<file path="src/hw/rtl/paf3d_pkg.sv">
// Shared widths, types and constants for the fan-triangulation polygon area block.
// Depends on nothing; every other file refers to it by scoped names.
package paf3d_pkg;

	localparam int COORD_W = 16;               // coordinate width, signed fixed point
	localparam int DIFF_W  = COORD_W + 1;      // edge vector component
	localparam int CROSS_W = 2 * DIFF_W + 1;   // cross product component, signed
	localparam int MAG_W   = 2 * COORD_W + 1;  // absolute cross product component
	localparam int MUL_W   = MAG_W + 1;        // shared multiplier operand, signed
	localparam int PROD_W  = 2 * MUL_W;        // shared multiplier product
	localparam int RAD_W   = 2 * MAG_W + 2;    // sum of three squares
	localparam int ROOT_W  = RAD_W / 2;        // floor square root
	localparam int REM_W   = ROOT_W + 3;       // square root partial remainder
	localparam int ITER_W  = $clog2(ROOT_W);   // square root step counter
	localparam int SUM_W   = 41;               // running sum of doubled triangle areas
	localparam int AREA_W  = 40;               // area output, unsigned Q24.16

	localparam logic [ITER_W-1:0] ITER_LAST = ITER_W'(ROOT_W - 1);
	localparam logic [SUM_W-1:0]  SUM_MAX   = {SUM_W{1'b1}};

	typedef logic signed [DIFF_W-1:0] diff_t;
	typedef logic [MAG_W-1:0]         mag_t;
	typedef logic [RAD_W-1:0]         rad_t;
	typedef logic [ROOT_W-1:0]        root_t;

	// request into the square root unit
	typedef struct packed {
		logic start;
		rad_t rad;
	} isqrt_req_t;

	// answer from the square root unit
	typedef struct packed {
		logic  done;
		root_t root;
	} isqrt_rsp_t;

endpackage

</file>
<file path="src/hw/rtl/polygon_area_fan_3d.sv">
// Top level: area of a planar 3D polygon by fan triangulation, one vertex per item.
// Depends on paf3d_pkg and paf3d_isqrt.
//
//   channel | direction | handshake            | payload
//   --------+-----------+----------------------+-------------------------------
//   vertex  | in        | in_valid / in_ready  | x, y, z (signed Q8.8), last
//   area    | out       | out_valid / out_ready| area (Q24.16), saturated
//
// A vertex before the third is accepted in S_IDLE and finished in S_OUT.
// From the third vertex on a vertex passes acceptance, the steps on the shared
// multiplier (six cross terms, three squares, a drain, the root start), the
// two-bits-per-cycle square root, then S_ACC to add into the sum and S_OUT to finish.
// in_ready is high only while the sequencer idles. A result waits in the output register;
// a later result holds the sequencer until the earlier one leaves. Reset clears control.
module polygon_area_fan_3d (
	input  logic                          clk,
	input  logic                          arst_n,
	input  logic                          in_valid,
	output logic                          in_ready,
	input  logic [paf3d_pkg::COORD_W-1:0] x,
	input  logic [paf3d_pkg::COORD_W-1:0] y,
	input  logic [paf3d_pkg::COORD_W-1:0] z,
	input  logic                          last,
	output logic                          out_valid,
	input  logic                          out_ready,
	output logic [paf3d_pkg::AREA_W-1:0]  area,
	output logic                          saturated
);

	// sequencer states
	localparam logic [2:0] S_IDLE = 3'd0;
	localparam logic [2:0] S_MUL  = 3'd1;
	localparam logic [2:0] S_SQRT = 3'd2;
	localparam logic [2:0] S_ACC  = 3'd3;
	localparam logic [2:0] S_OUT  = 3'd4;

	// multiplier schedule: products 0..5 are cross terms, 6..8 are squares
	localparam logic [3:0] STEP_SQ_X  = 4'd6;
	localparam logic [3:0] STEP_SQ_Y  = 4'd7;
	localparam logic [3:0] STEP_SQ_Z  = 4'd8;
	localparam logic [3:0] STEP_START = 4'd10;

	logic [2:0]                     state_q;
	logic [3:0]                     step_q;
	logic [1:0]                     seen_q;
	logic                           last_q;
	logic [paf3d_pkg::SUM_W-1:0]    sum_q;
	logic                           sat_q;
	logic                           out_valid_q;
	logic [paf3d_pkg::AREA_W-1:0]   area_q;
	logic                           saturated_q;

	paf3d_pkg::diff_t               first_x_q, first_y_q, first_z_q;
	paf3d_pkg::diff_t               prev_x_q, prev_y_q, prev_z_q;
	paf3d_pkg::diff_t               ax_q, ay_q, az_q, bx_q, by_q, bz_q;
	logic signed [paf3d_pkg::CROSS_W-1:0] cross_acc_q;
	paf3d_pkg::mag_t                mx_q, my_q, mz_q;
	paf3d_pkg::rad_t                rad_q;
	logic signed [paf3d_pkg::PROD_W-1:0]  prod_s1;

	paf3d_pkg::diff_t               vx, vy, vz;
	logic signed [paf3d_pkg::MUL_W-1:0]   op_a, op_b;
	logic [3:0]                     use_step;
	logic signed [paf3d_pkg::CROSS_W-1:0] cross_k;
	paf3d_pkg::mag_t                cross_mag;
	logic [paf3d_pkg::SUM_W:0]      sum_ext;
	logic                           accept;
	logic                           out_take;
	logic                           out_free;
	logic                           emit;

	paf3d_pkg::isqrt_req_t          sq_req;
	paf3d_pkg::isqrt_rsp_t          sq_rsp;

	assign in_ready = (state_q == S_IDLE);
	assign accept   = in_valid && in_ready;
	assign out_take = out_valid_q && out_ready;
	assign out_free = !out_valid_q || out_ready;
	// hand the finished polygon to the output register
	assign emit     = (state_q == S_OUT) && last_q && out_free;

	// widen coordinates from their sign bit
	assign vx = {x[paf3d_pkg::COORD_W-1], x};
	assign vy = {y[paf3d_pkg::COORD_W-1], y};
	assign vz = {z[paf3d_pkg::COORD_W-1], z};

	// shared multiplier operand select
	always_comb begin
		op_a = '0;
		op_b = '0;
		unique case (step_q)
			4'd0: begin
				op_a = {{(paf3d_pkg::MUL_W-paf3d_pkg::DIFF_W){ay_q[paf3d_pkg::DIFF_W-1]}}, ay_q};
				op_b = {{(paf3d_pkg::MUL_W-paf3d_pkg::DIFF_W){bz_q[paf3d_pkg::DIFF_W-1]}}, bz_q};
			end
			4'd1: begin
				op_a = {{(paf3d_pkg::MUL_W-paf3d_pkg::DIFF_W){az_q[paf3d_pkg::DIFF_W-1]}}, az_q};
				op_b = {{(paf3d_pkg::MUL_W-paf3d_pkg::DIFF_W){by_q[paf3d_pkg::DIFF_W-1]}}, by_q};
			end
			4'd2: begin
				op_a = {{(paf3d_pkg::MUL_W-paf3d_pkg::DIFF_W){az_q[paf3d_pkg::DIFF_W-1]}}, az_q};
				op_b = {{(paf3d_pkg::MUL_W-paf3d_pkg::DIFF_W){bx_q[paf3d_pkg::DIFF_W-1]}}, bx_q};
			end
			4'd3: begin
				op_a = {{(paf3d_pkg::MUL_W-paf3d_pkg::DIFF_W){ax_q[paf3d_pkg::DIFF_W-1]}}, ax_q};
				op_b = {{(paf3d_pkg::MUL_W-paf3d_pkg::DIFF_W){bz_q[paf3d_pkg::DIFF_W-1]}}, bz_q};
			end
			4'd4: begin
				op_a = {{(paf3d_pkg::MUL_W-paf3d_pkg::DIFF_W){ax_q[paf3d_pkg::DIFF_W-1]}}, ax_q};
				op_b = {{(paf3d_pkg::MUL_W-paf3d_pkg::DIFF_W){by_q[paf3d_pkg::DIFF_W-1]}}, by_q};
			end
			4'd5: begin
				op_a = {{(paf3d_pkg::MUL_W-paf3d_pkg::DIFF_W){ay_q[paf3d_pkg::DIFF_W-1]}}, ay_q};
				op_b = {{(paf3d_pkg::MUL_W-paf3d_pkg::DIFF_W){bx_q[paf3d_pkg::DIFF_W-1]}}, bx_q};
			end
			STEP_SQ_X: begin
				op_a = {1'b0, mx_q};
				op_b = {1'b0, mx_q};
			end
			STEP_SQ_Y: begin
				op_a = {1'b0, my_q};
				op_b = {1'b0, my_q};
			end
			STEP_SQ_Z: begin
				op_a = {1'b0, mz_q};
				op_b = {1'b0, mz_q};
			end
			default: begin
				op_a = '0;
				op_b = '0;
			end
		endcase
	end

	// the product registered at step s is used at step s+1
	assign use_step  = step_q - 4'd1;
	assign cross_k   = cross_acc_q - prod_s1[paf3d_pkg::CROSS_W-1:0];
	assign cross_mag = cross_k[paf3d_pkg::CROSS_W-1] ? paf3d_pkg::MAG_W'(-cross_k)
	                                                 : paf3d_pkg::MAG_W'(cross_k);
	assign sum_ext   = {1'b0, sum_q} + (paf3d_pkg::SUM_W+1)'(sq_rsp.root);

	assign sq_req.start = (state_q == S_MUL) && (step_q == STEP_START);
	assign sq_req.rad   = rad_q;

	paf3d_isqrt u_isqrt (
		.clk    (clk),
		.arst_n (arst_n),
		.req    (sq_req),
		.rsp    (sq_rsp)
	);

	// sequencer and accumulated control state
	always_ff @(posedge clk or negedge arst_n) begin
		if (!arst_n) begin
			state_q     <= S_IDLE;
			step_q      <= '0;
			seen_q      <= '0;
			last_q      <= 1'b0;
			sum_q       <= '0;
			sat_q       <= 1'b0;
			out_valid_q <= 1'b0;
		end else begin
			if (emit) begin
				out_valid_q <= 1'b1;
			end else if (out_take) begin
				out_valid_q <= 1'b0;
			end
			unique case (state_q)
				S_IDLE: begin
					if (accept) begin
						last_q <= last;
						step_q <= '0;
						if (seen_q != 2'd3) begin
							seen_q <= seen_q + 2'd1;
						end
						// a triangle closes only from the third vertex on
						state_q <= (seen_q >= 2'd2) ? S_MUL : S_OUT;
					end
				end
				S_MUL: begin
					step_q <= step_q + 4'd1;
					if (step_q == STEP_START) begin
						state_q <= S_SQRT;
					end
				end
				S_SQRT: begin
					if (sq_rsp.done) begin
						state_q <= S_ACC;
					end
				end
				S_ACC: begin
					// clamp the running sum at its top value
					if (sum_ext[paf3d_pkg::SUM_W]) begin
						sum_q <= paf3d_pkg::SUM_MAX;
						sat_q <= 1'b1;
					end else begin
						sum_q <= sum_ext[paf3d_pkg::SUM_W-1:0];
					end
					state_q <= S_OUT;
				end
				S_OUT: begin
					if (!last_q) begin
						state_q <= S_IDLE;
					end else if (out_free) begin
						// emit and start a new polygon
						seen_q      <= '0;
						sum_q       <= '0;
						sat_q       <= 1'b0;
						state_q     <= S_IDLE;
					end
				end
				default: begin
					state_q <= S_IDLE;
				end
			endcase
		end
	end

	// vertex and datapath registers
	always_ff @(posedge clk) begin
		if (accept) begin
			if (seen_q == 2'd0) begin
				first_x_q <= vx;
				first_y_q <= vy;
				first_z_q <= vz;
			end
			prev_x_q <= vx;
			prev_y_q <= vy;
			prev_z_q <= vz;
			ax_q <= prev_x_q - first_x_q;
			ay_q <= prev_y_q - first_y_q;
			az_q <= prev_z_q - first_z_q;
			bx_q <= vx - first_x_q;
			by_q <= vy - first_y_q;
			bz_q <= vz - first_z_q;
		end

		if (state_q == S_MUL) begin
			prod_s1 <= op_a * op_b;
			if (step_q != 4'd0) begin
				unique case (use_step)
					4'd0, 4'd2, 4'd4: cross_acc_q <= prod_s1[paf3d_pkg::CROSS_W-1:0];
					4'd1:             mx_q <= cross_mag;
					4'd3:             my_q <= cross_mag;
					4'd5:             mz_q <= cross_mag;
					STEP_SQ_X:        rad_q <= prod_s1[paf3d_pkg::RAD_W-1:0];
					STEP_SQ_Y, STEP_SQ_Z: rad_q <= rad_q + prod_s1[paf3d_pkg::RAD_W-1:0];
					default:          rad_q <= rad_q;
				endcase
			end
		end

		if (emit) begin
			area_q      <= sum_q[paf3d_pkg::SUM_W-1 -: paf3d_pkg::AREA_W];
			saturated_q <= sat_q;
		end
	end

	assign out_valid = out_valid_q;
	assign area      = area_q;
	assign saturated = saturated_q;

endmodule

</file>
<file path="src/hw/rtl/paf3d_isqrt.sv">
// Bit-serial floor square root, two radicand bits per cycle.
// Depends on paf3d_pkg.
module paf3d_isqrt (
	input  logic                   clk,
	input  logic                   arst_n,
	input  paf3d_pkg::isqrt_req_t  req,
	output paf3d_pkg::isqrt_rsp_t  rsp
);

	logic                          busy_q;
	logic                          done_q;
	logic [paf3d_pkg::ITER_W-1:0]  iter_q;
	paf3d_pkg::rad_t               rad_q;
	paf3d_pkg::root_t              root_q;
	logic [paf3d_pkg::REM_W-1:0]   rem_q;

	logic [paf3d_pkg::REM_W-1:0]   rem_shift;
	logic [paf3d_pkg::REM_W-1:0]   trial;
	logic                          fits;

	// bring down the next two radicand bits and try a one in the root
	assign rem_shift = {rem_q[paf3d_pkg::REM_W-3:0], rad_q[paf3d_pkg::RAD_W-1 -: 2]};
	assign trial     = {1'b0, root_q, 2'b01};
	assign fits      = (rem_shift >= trial);

	always_ff @(posedge clk or negedge arst_n) begin
		if (!arst_n) begin
			busy_q <= 1'b0;
			done_q <= 1'b0;
			iter_q <= '0;
		end else begin
			// pulse done right after the final step
			done_q <= busy_q && !req.start && (iter_q == paf3d_pkg::ITER_LAST);
			if (req.start) begin
				busy_q <= 1'b1;
				iter_q <= '0;
			end else if (busy_q) begin
				iter_q <= iter_q + 1'b1;
				if (iter_q == paf3d_pkg::ITER_LAST) begin
					busy_q <= 1'b0;
				end
			end
		end
	end

	always_ff @(posedge clk) begin
		if (req.start) begin
			rad_q  <= req.rad;
			root_q <= '0;
			rem_q  <= '0;
		end else if (busy_q) begin
			rad_q <= {rad_q[paf3d_pkg::RAD_W-3:0], 2'b00};
			if (fits) begin
				rem_q  <= rem_shift - trial;
				root_q <= {root_q[paf3d_pkg::ROOT_W-2:0], 1'b1};
			end else begin
				rem_q  <= rem_shift;
				root_q <= {root_q[paf3d_pkg::ROOT_W-2:0], 1'b0};
			end
		end
	end

	assign rsp.done = done_q;
	assign rsp.root = root_q;

endmodule

</file>
<file path="config.mk">
export PLATFORM = sky130hd
export DESIGN_NAME = polygon_area_fan_3d
export DESIGN_NICKNAME = d
export VERILOG_FILES = /design/src/hw/rtl/paf3d_pkg.sv /design/src/hw/rtl/polygon_area_fan_3d.sv /design/src/hw/rtl/paf3d_isqrt.sv
export SDC_FILE = /design/constraint.sdc
export NUM_CORES = 2
export LEC_CHECK = 0
export BUFFER_PORTS_ARGS = -buffer_cell sky130_fd_sc_hd__buf_4
export CORE_UTILIZATION = 55
export DETAILED_ROUTE_END_ITERATION = 16
export GPL_TIMING_DRIVEN = 0
export PLACE_DENSITY = 0.73
export SYNTH_ARGS = -nofsm -noshare
export SYNTH_HDL_FRONTEND = slang
export SYNTH_SLANG_ARGS = --single-unit
</file>
<file path="constraint.sdc">
create_clock -name clk -period 12.3 [get_ports clk]
set_input_delay 1.23 -clock clk [delete_from_list [all_inputs] [get_ports clk]]
set_output_delay 1.23 -clock clk [all_outputs]
set_load 0.05 [all_outputs]
</file>
==> metrics.md <==
| Metric | Value |
|---|---|
| EDFF count, synth | 577 |
| Crit path max-delay cell type | a222oi_1 |
| Clock sink total | between 700 and 800 |
| Int Power | 3.946 mW |
| Yosys top cell area share | a little under a third |
| Area Overhead vs Synth | 8.238% |
| CP dominant cell by count | fa_1 |
| Post-Syn Nets | roughly 10000 |
| #FFs+latches synth | 707 |
| Sequential share of the synthesized area | between 20% and 30% |
| Share of cells above drive strength 1 | ~5.7% |
| Die width | between 300 and 400 um |
| Synth async-reset ratio | 8.628% |
| Gate power share | between 1.5 and 2% |
| Final Skew | around 52 ps |
| Largest net degree at the start of global routing | just under 70 |
| IO Pins | 96 |
| Final WL | around 270 mm |
| Fill count | around 12000 |
| Worst Path Max Fanout | 10 |
| Commonest cells after routing, fill and taps aside | inv_1, fa_1, nor2_1, nand2_1, edfxtp_1 |
| Peak supply drop | between 100 and 150 uV |
| Vias | 63040 |
| RSZ-0062 raised after global routing | true |
| I/O Buffers | 95 |
| Synth top area cells | fa_1, edfxtp_1, ha_1, inv_1, nor2_1 |
| Final Non-Filler Cells | approximately 11000 |
| Nets | slightly above 10000 |
| Clk slew on worst S/H paths | ~60 ps |
| DRT Pass-1 Iters | 6 |
| Die area | ~150000 um2 |
| Period utilization | 98.66% |
| Sequential share of power | about half |
| Worst EP arrival | 12560 ps |
| Initial antenna violation count | 27 |
| Clk_lat worst skew | approximately 710 ps |
| Iteration-0 DRC Markers | about 7100 |
| Vias in the first global route | approximately 63000 |
| Relative slew slack | between 7 and 8% |
| Largest area contributor in the netlist | fa_1 |
| Fin util | between 60 and 70% |
| WL per Instance | between 20 and 30 um |
| Net Sw Power | about 1.1 mW |
| Post-DP HPWL | approximately 220 mm |
| Congestion Overflow GR | 0 |
| F_max | approximately 0.082 GHz |
| Worst slew pin tran | roughly 1400 ps |
| Min-Delay Path Class | reg2reg |
| Die extent in y | ~380 um |
| Mapped Area | between 70000 and 80000 um2 |
| Run status | complete, no violations |
| Htree depth | 3 |
| Cts bufs inserted | 77 |
| Clock buffer depth | 3 |
| Sw Ratio | a little over a fifth |
| Max-slew violations | 0 |
| Crit end category | flop |
| Critical Path Start Type | flop |
| Cell Count Post-Placement | approximately 10000 |
| Placed Area | around 83000 um2 |
| Final Hold Viols | 0 |
| Total power divided by cell area | roughly 58 nW/um2 |
| LEAKAGE | 39.79 nW |
| Antenna viol nets, final | 0 |
| Core ar. | approximately 140000 um2 |
| First-pass GRT wire length | about 400 mm |
| Synth Instances | about 8300 |
| Required @ worst endpoint | 12720 ps |
| Minimum clock period | 12130 ps |
| Worst Setup Path Type | reg2reg |
| Mean post-synth cell area | between 9 and 10 um2 |
| Synth Flop Type | edfxtp_1 |
| Critical Path Max Stage Delay | approximately 1000 ps |
| Routability congestion estimate from global placement | between 1 and 1.5 |
| Synth warn | 0 |
| Most common cell after layout, fill and taps aside | inv_1 |
| # DRC | 0 |
| FP Rows | 139 |
| Clk root buf | clkbuf_16 |
| Distinct cells, synth | 98 |
| Vias per inst | 5.997 |
| Clock tree from TritonCTS | done |
| GRT Resource Usage Total | a little under two fifths |
| Number of setup violations in the final report | 0 |
| Starting Density | 55.47% |
| Maxcap violations | 0 |
| Post-route cell area | approximately 86000 um2 |
| Clock network fraction of design power | between 40% and 50% |
==> flip-flops by register name (all words and copies together) (netlist names), 17 cells and up <==
register        cells
ay_q               17
area               40
u_isqrt.rem_q      35
cross_acc_q        35
rad_q              68
u_isqrt.root_q     34
mz_q               33
az_q               17
prod_s1            68
mx_q               33
sum_q              41
bz_q               17
bx_q               17
ax_q               17
u_isqrt.rad_q      68
by_q               17
my_q               33
==> metal layers <==
metal | up-vias | global-route usage [%] | share of wire [%]
met3 | 740 | 12.18 | 13
met2 | 3509 | 55.89 | 43
met1 | 31605 | 50.17 | 38
met4 | 10 | 20.76 | 6.7
li1 | 27176 | - | -
met5 | - | 0 | 0.027
==> repair_timing <==
| item | 4_1_cts | 5_1_grt |
|---|---|---|
| hold buffers | 0 | 0 |
| pin swaps | 11 | 20 |
| endpoints found under the setup margin | 19 | 15 |
| setup buffers | 11 | 21 |
| resized for setup | 72 | 160 |
==> per-stage QoR <==
stage                     total power, mW  TNS, ps  worst slack, ps  hold slack, ps
final                               5.037        0            165.4           462.3
after global routing                5.158   -110.0           -41.95           478.4
after CTS                           5.056        0            8.261           464.1
after detailed placement            2.718   -13980            -1562           449.7
after global placement              2.718   -23130            -1825           439.6
after floorplan                     2.678        0             2242           425.7
==> synthesized netlist by cell type, types with 23 or more instances <==
| cell | n |
|---|---|
| a211oi_1 | 32 |
| a21boi_0 | 42 |
| a21o_1 | 130 |
| a21oi_1 | 351 |
| a222oi_1 | 49 |
| a22oi_1 | 23 |
| a31oi_1 | 48 |
| and2_1 | 36 |
| and3_1 | 110 |
| clkbuf_1 | 327 |
| dfrtp_1 | 61 |
| dfxtp_1 | 69 |
| edfxtp_1 | 577 |
| fa_1 | 1250 |
| ha_1 | 483 |
| inv_1 | 1445 |
| mux2i_1 | 40 |
| nand2_1 | 987 |
| nand2b_1 | 60 |
| nand3_1 | 105 |
| nand4_1 | 30 |
| nor2_1 | 1009 |
| nor2b_1 | 45 |
| nor3_1 | 61 |
| o21a_1 | 43 |
| o21ai_0 | 256 |
| o21bai_1 | 29 |
| xnor2_1 | 197 |
| xor2_1 | 93 |
==> kinds of logic after synthesis <==
kind of cell	share of synthesized area (%)
AO/OA/AOI/OAI	9.902
XOR/XNOR	3.204
adder cells (fa/ha/maj)	38.94
buffers and inverters	8.506
flip-flops	25.36
multiplexers	0.5583
AND/OR/NAND/NOR	13.53
==> critical path, delay by kind of cell (launching register included) <==
| kind | cells | cell delay, ps |
|---|---|---|
| XOR/XNOR | 1 | 550 |
| AND/OR/NAND/NOR | 4 | 1470 |
| buffers and inverters | 10 | 1570 |
| flip-flops | 1 | 510 |
| adder cells (fa/ha/maj) | 10 | 4960 |
| AO/OA/AOI/OAI | 9 | 2780 |
==> cell type report <==
type	instances	area [um2]	share of cell area (%)
Multi-Input combinational cell	5815	52990	61.36
Sequential cell	707	20230	23.43
Inverter	1448	5444	6.304
Tap cell	1903	2381	2.757
Clock buffer	93	2057	2.382
Buffer	336	1435	1.662
Timing Repair Buffer	142	1267	1.468
Clock inverter	48	496.7	0.5752
Antenna cell	20	50.05	0.05796
==> worst paths after layout <==
check	startpoint	to	slack [ps]	cells past startpoint
setup / recovery	step_q[0]	prod_s1[63]	170	34
max in group asynchronous	arst_n	sum_q[8]	11110	1
min in group asynchronous	arst_n	sum_q[30]	630	1
setup reg to reg	step_q[0]	prod_s1[63]	170	34
hold / removal	sat_q	saturated	460	0
hold reg to reg	sat_q	saturated	460	0
==> power by group through the flow <==
stage / Clock, mW / Sequential [mW] / Combinational, mW
CTS: 2.39 / 2.57 / 0.0961
detailed placement: 0 / 2.62 / 0.0951
global placement: 0 / 2.63 / 0.0888
finish: 2.37 / 2.57 / 0.0971
global route: 2.48 / 2.57 / 0.107
floorplan: 0 / 2.63 / 0.0504
Power figures use the tool's default switching activity.
